--- config.mk ---
export PLATFORM = sky130hd
export DESIGN_NAME = tnkl_ram
export DESIGN_NICKNAME = d
export VERILOG_FILES = /design/src/rtl/core/tnkl_ram.sv
export SDC_FILE = /design/constraint.sdc
export NUM_CORES = 2
export LEC_CHECK = 0
export BUFFER_PORTS_ARGS = -buffer_cell sky130_fd_sc_hd__buf_4
export CELL_PAD_IN_SITES_DETAIL_PLACEMENT = 0
export CELL_PAD_IN_SITES_GLOBAL_PLACEMENT = 1
export CORE_ASPECT_RATIO = 1.5
export CORE_MARGIN = 5
export CORE_UTILIZATION = 30
export CTS_CLUSTER_DIAMETER = 50
export DETAILED_ROUTE_END_ITERATION = 16
export PLACE_DENSITY = 0.53
export SLEW_MARGIN = 10
export SYNTH_ARGS = -nofsm -noshare
export SYNTH_HDL_FRONTEND = slang
export SYNTH_SLANG_ARGS = --single-unit
export TNS_END_PERCENT = 1
--- constraint.sdc ---
create_clock -name aclk -period 11.94 [get_ports aclk]
set_clock_uncertainty 0.2 [all_clocks]
set_input_delay 1.194 -clock aclk [delete_from_list [all_inputs] [get_ports aclk]]
set_output_delay 1.194 -clock aclk [all_outputs]
set_load 0.005 [all_outputs]
--- src/rtl/core/tnkl_ram.sv ---
// Generic single-port synchronous RAM with registered read.
// No dependencies.
module tnkl_ram #(
    parameter int WIDTH = 32,
    parameter int DEPTH = 64
) (
    input  logic                     aclk,
    input  logic                     we,
    input  logic [$clog2(DEPTH)-1:0] addr,
    input  logic [WIDTH-1:0]         wdata,
    output logic [WIDTH-1:0]         rdata
);
    logic [WIDTH-1:0] mem [DEPTH];

    always_ff @(posedge aclk) begin
        if (we) begin
            mem[addr] <= wdata;
        end
        rdata <= mem[addr];
    end
endmodule
==> Word-level counts from Yosys, hierarchy flattened <==
Memories as Yosys holds them, arrays and structs flattened. A register that Yosys moved wholly into a read port is not among the register bits.
Cells that the tools add are included.
{ "word_totals": {"out_inout_bits": 32, "mem_count": 1, "ram_bits": 2048, "input_bits": 40, "word_cells": 3, "regBits": 0} }
{ "mem_list": {"columns": ["memory", "words", "word_bits", "read_ports", "rd_ports_with_merged_regs", "wr", "line", "text"], "rows": [
  ["mem", 64, 32, 1, 1, 1, "13", "logic [WIDTH-1:0] mem [DEPTH];"]
]} }
{ "op_classes": {"mux": 2} }
{ "op_table": {"columns": ["op", "count"], "rows": [
  ["$mux W1", 2]
]} }

==> Longest topological paths before layout <==
{ "logic_depth": {"ltp_word": 2, "ltp_mapped": 13} }

==> Worst setup path before layout <==
OpenSTA, ideal clock, no wires.
{ "synth_timing": {"path_kind": "input to register", "start": "input port addr[2]", "end": "memory mem[15][0], enable pin", "arrival_ps": 4012, "n_path_buf": 6, "stages": 8, "slack_ps": 7307, "cell_sequence": "buf_2 > buf_2 > buf_2 > buf_2 > buf_2 > buf_2 > nand3_1 > nor2_1"} }
{ "synth_rtl": {"columns": ["item", "line", "text"], "rows": [
  ["start: declaration", "9", "input logic [$clog2(DEPTH)-1:0] addr,"],
  ["end: declaration", "13", null]
]} }
No word-level cell before the write port.

==> run_results.csv <==
group,metric,value,unit
run_status,status,"finished clean",
finish,drive_above_1_share,0.180,
pwr,share_comb_of_total_power,0.055,
drt,drtIter0Drc,3890,
placement,pre_cts_ws,6030,ps
floorplanning,initial_core_util,0.301,
drt,ant_nets,0,
global_route,grt_max_degree,105,
critical_path,end_kind,"register",
timing,fin_tns_setup,0,ps
global_route,antenna_found_initial,12,
synth,seq_area_frac_synth,0.787,
global_route,grt_usage,0.179,
timing,tightest_slew,1340,ps
global_route,grt_pass1_vias,42500,
cts,clock_path_buffers,4,
cts,cts_tree,"yes",
floorplanning,die_area,274000,µm²
synth,synth_fp_nets,4279,
critical_path,path_cells,"buf_8 > buf_12 > buf_4 > nor2_4 > buf_4 > a22o_1 > o21ai_0 > nand3_1 > a2111oi_0 > nand3_1",
pwr,power.share.sequential,0.539,
synth,synth_top_area_frac,0.779,
timing,fin_ws,6910,ps
synth,syn_avg_cell_area,18.6,µm²
finish,nets,4389,
cts,ctsResizeCount,0,
synth,yosysMostFrequentCell,"edfxtp_1",
timing,hold_violations,0,
critical_path,critPathKind,"primary input to register",
finish,area_growth,14.6,%
drt,wl_per_cell,31.6,µm
finish,utilization,0.345,
pwr,p_clk_frac,0.406,
pwr,vdd_drop_max,0.0989,mV
cts,insertion_delay,850,ps
cts,cts_root_buffer,"clkbuf_16",
timing,period_share,0.421,
floorplanning,io_pins,72,
floorplanning,die-width,429,µm
synth,synth_compound_area_frac,0.0866,
synth,synth.ff_latch_count,2080,
pwr,p_switching,3350,µW
cts,clkTransAtPathRegs,60,ps
synth,synthSimpleGateAreaFrac,0.0281,
timing,fmax,199,MHz
global_route,grt-ovfl-total,0,
placement,port_buffers,71,
floorplanning,die_y,638,µm
timing,setup_viol,0,
timing,slew_violations,0,
synth,syn_inst,4239,
critical_path,cp.required,12410,ps
placement,place_congestion,0.821,
synth,synth.distinct_cells,56,
cts,numCtsBuffers,196,
cts,cts-htree-levels,4,
pwr,p_per_area,167,nW/µm²
timing,rsz0062_at_grt,"false",
global_route,grt_pass1_wl,350000,µm
pwr,switching_share,0.222,
worst_hold_path,min-delay-path-class,"primary input to register",
drt,drc,0,
synth,synth_ff_type,"edfxtp_1",
placement,hpwlAfterDp,150000,µm
timing,whs,434,ps
drt,vias,42000,
critical_path,cp.arrival,5500,ps
pwr,leakage,0.0283,µW
drt,firstDrtPassIters,6,
critical_path,crit_slowest_cell,"a2111oi_0",
run,drv_cap,0,
critical_path,slowest_delay,1030,ps
synth,synthXorXnorAreaFrac,0,
synth,synthTopCellsByCount,"edfxtp_1, mux2i_1, a22oi_1",
floorplanning,core-area,262000,µm²
synth,yosysWarnings,0,
cts,hold_buffers,0,
synth,synthMuxAreaShare,0.0812,
floorplanning,num_rows,230,
synth,synth_top_family_by_area,"compound AO/OA/AOI/OAI gates",
synth,synth.cell_area,78900,µm²
pwr,internal-power,11700,µW
synth,async_flop_share,0,
timing,slew_headroom,0.105,
critical_path,cp_max_fo,104,
synth,synthTopCellsByArea,"edfxtp_1, mux2i_1, mux4_2",
cts,postCtsSetupRepairBufs,0,
timing,layout_min_cycle_time,5030,ps
cts,clock-sinks,2080,
synth,synth_edf_count,2048,
synth,yosysTopAreaCell,"edfxtp_1",
drt,viasPerCell,5.24,
synth,synth_fa_ha_area_frac,0,
drt,wirelength,253000,µm
critical_path,start_kind,"primary input",
-- critical path: cells and delay by family --
| family | cells | cell delay, ps |
|---|---|---|
| AOI/OAI and AO/OA | 3 | 1450 |
| and+or+nand+nor | 3 | 660 |
| buffers and inverters | 4 | 1820 |
-- cell type report --
class	count	area, µm²
diodes	22	55.1
clock buffers	251	5240
clock inverters	102	870
fillers	24800	171000
inverters	2	15.0
multi-input cells	1859	16100
flip-flops and latches	2080	62100
well taps	3480	4350
repair buffers	210	1720
-- per-stage QoR --
step	power (µW)	area, µm²	cells
floorplan	8640	78900	4239
global placement	9130	84200	7624
detailed placement	9130	84300	7631
CTS	15200	90400	7984
global route	15500	90500	8002
finish	15100	90500	8006
-- layer usage --
metal | global-route usage | share of wire
met2 | 0.333 | 0.54
met4 | 0.0789 | 0.045
met3 | 0.0188 | 0.039
met1 | 0.208 | 0.38
met5 | 0 | 0.000043
-- power groups by stage --
| stage | Sequential, µW | Clock, µW | Combinational [µW] |
|---|---|---|---|
| final | 8130 | 6110 | 824 |
| after global routing | 8130 | 6540 | 868 |
| after CTS | 8130 | 6250 | 847 |
| after detailed placement | 8290 | 0 | 846 |
| after global placement | 8290 | 0 | 839 |
| after floorplan | 8260 | 0 | 387 |
-- kinds of logic (layout without fill, tap and decap cells) --
family	Yosys count	after routing
buf+inv	300	565
simple gates	424	424
other cells	0	22
flops	2080	2080
compound gates	933	933
mux	502	502
-- final timing paths --
kind / startpoint / to / slack [ps] / cells after the start
hold reg to reg: mem[58][6] / rdata[6] / 470 / 4
setup reg to reg: mem[29][23] / rdata[23] / 8830 / 5
hold / removal: wdata[10] / mem[29][10] / 430 / 1
setup / recovery: addr[2] / rdata[28] / 6910 / 10
-- registers in the layout, indices dropped and copies added (netlist names) --
signal and flops:
mem 2048, rdata 32
-- placed cells by master (no fill, tap or decap), types with 14 or more instances in the layout --
master / n
edfxtp_1: 2048
mux2i_1: 259
clkbuf_16: 200
buf_4: 197
a22oi_1: 188
a221oi_1: 175
mux2_2: 147
a21oi_1: 121
mux4_2: 96
o22ai_1: 92
and3_1: 85
o21ai_0: 84
nor2_1: 77
o22a_1: 70
nor2_4: 67
a22o_1: 66
nand3_1: 53
clkbuf_1: 47
a31oi_1: 43
clkinv_1: 40
clkinv_2: 35
dfxtp_1: 32
nand2_1: 27
diode_2: 22
nor3_1: 19
a222oi_1: 16
nand2b_1: 15
o2bb2ai_1: 15
a221o_1: 15
or4_1: 15
a2111oi_0: 15
or4b_1: 14
a211oi_1: 14
nor4_1: 14
bufinv_16: 14
Power figures use the tool's default switching activity.
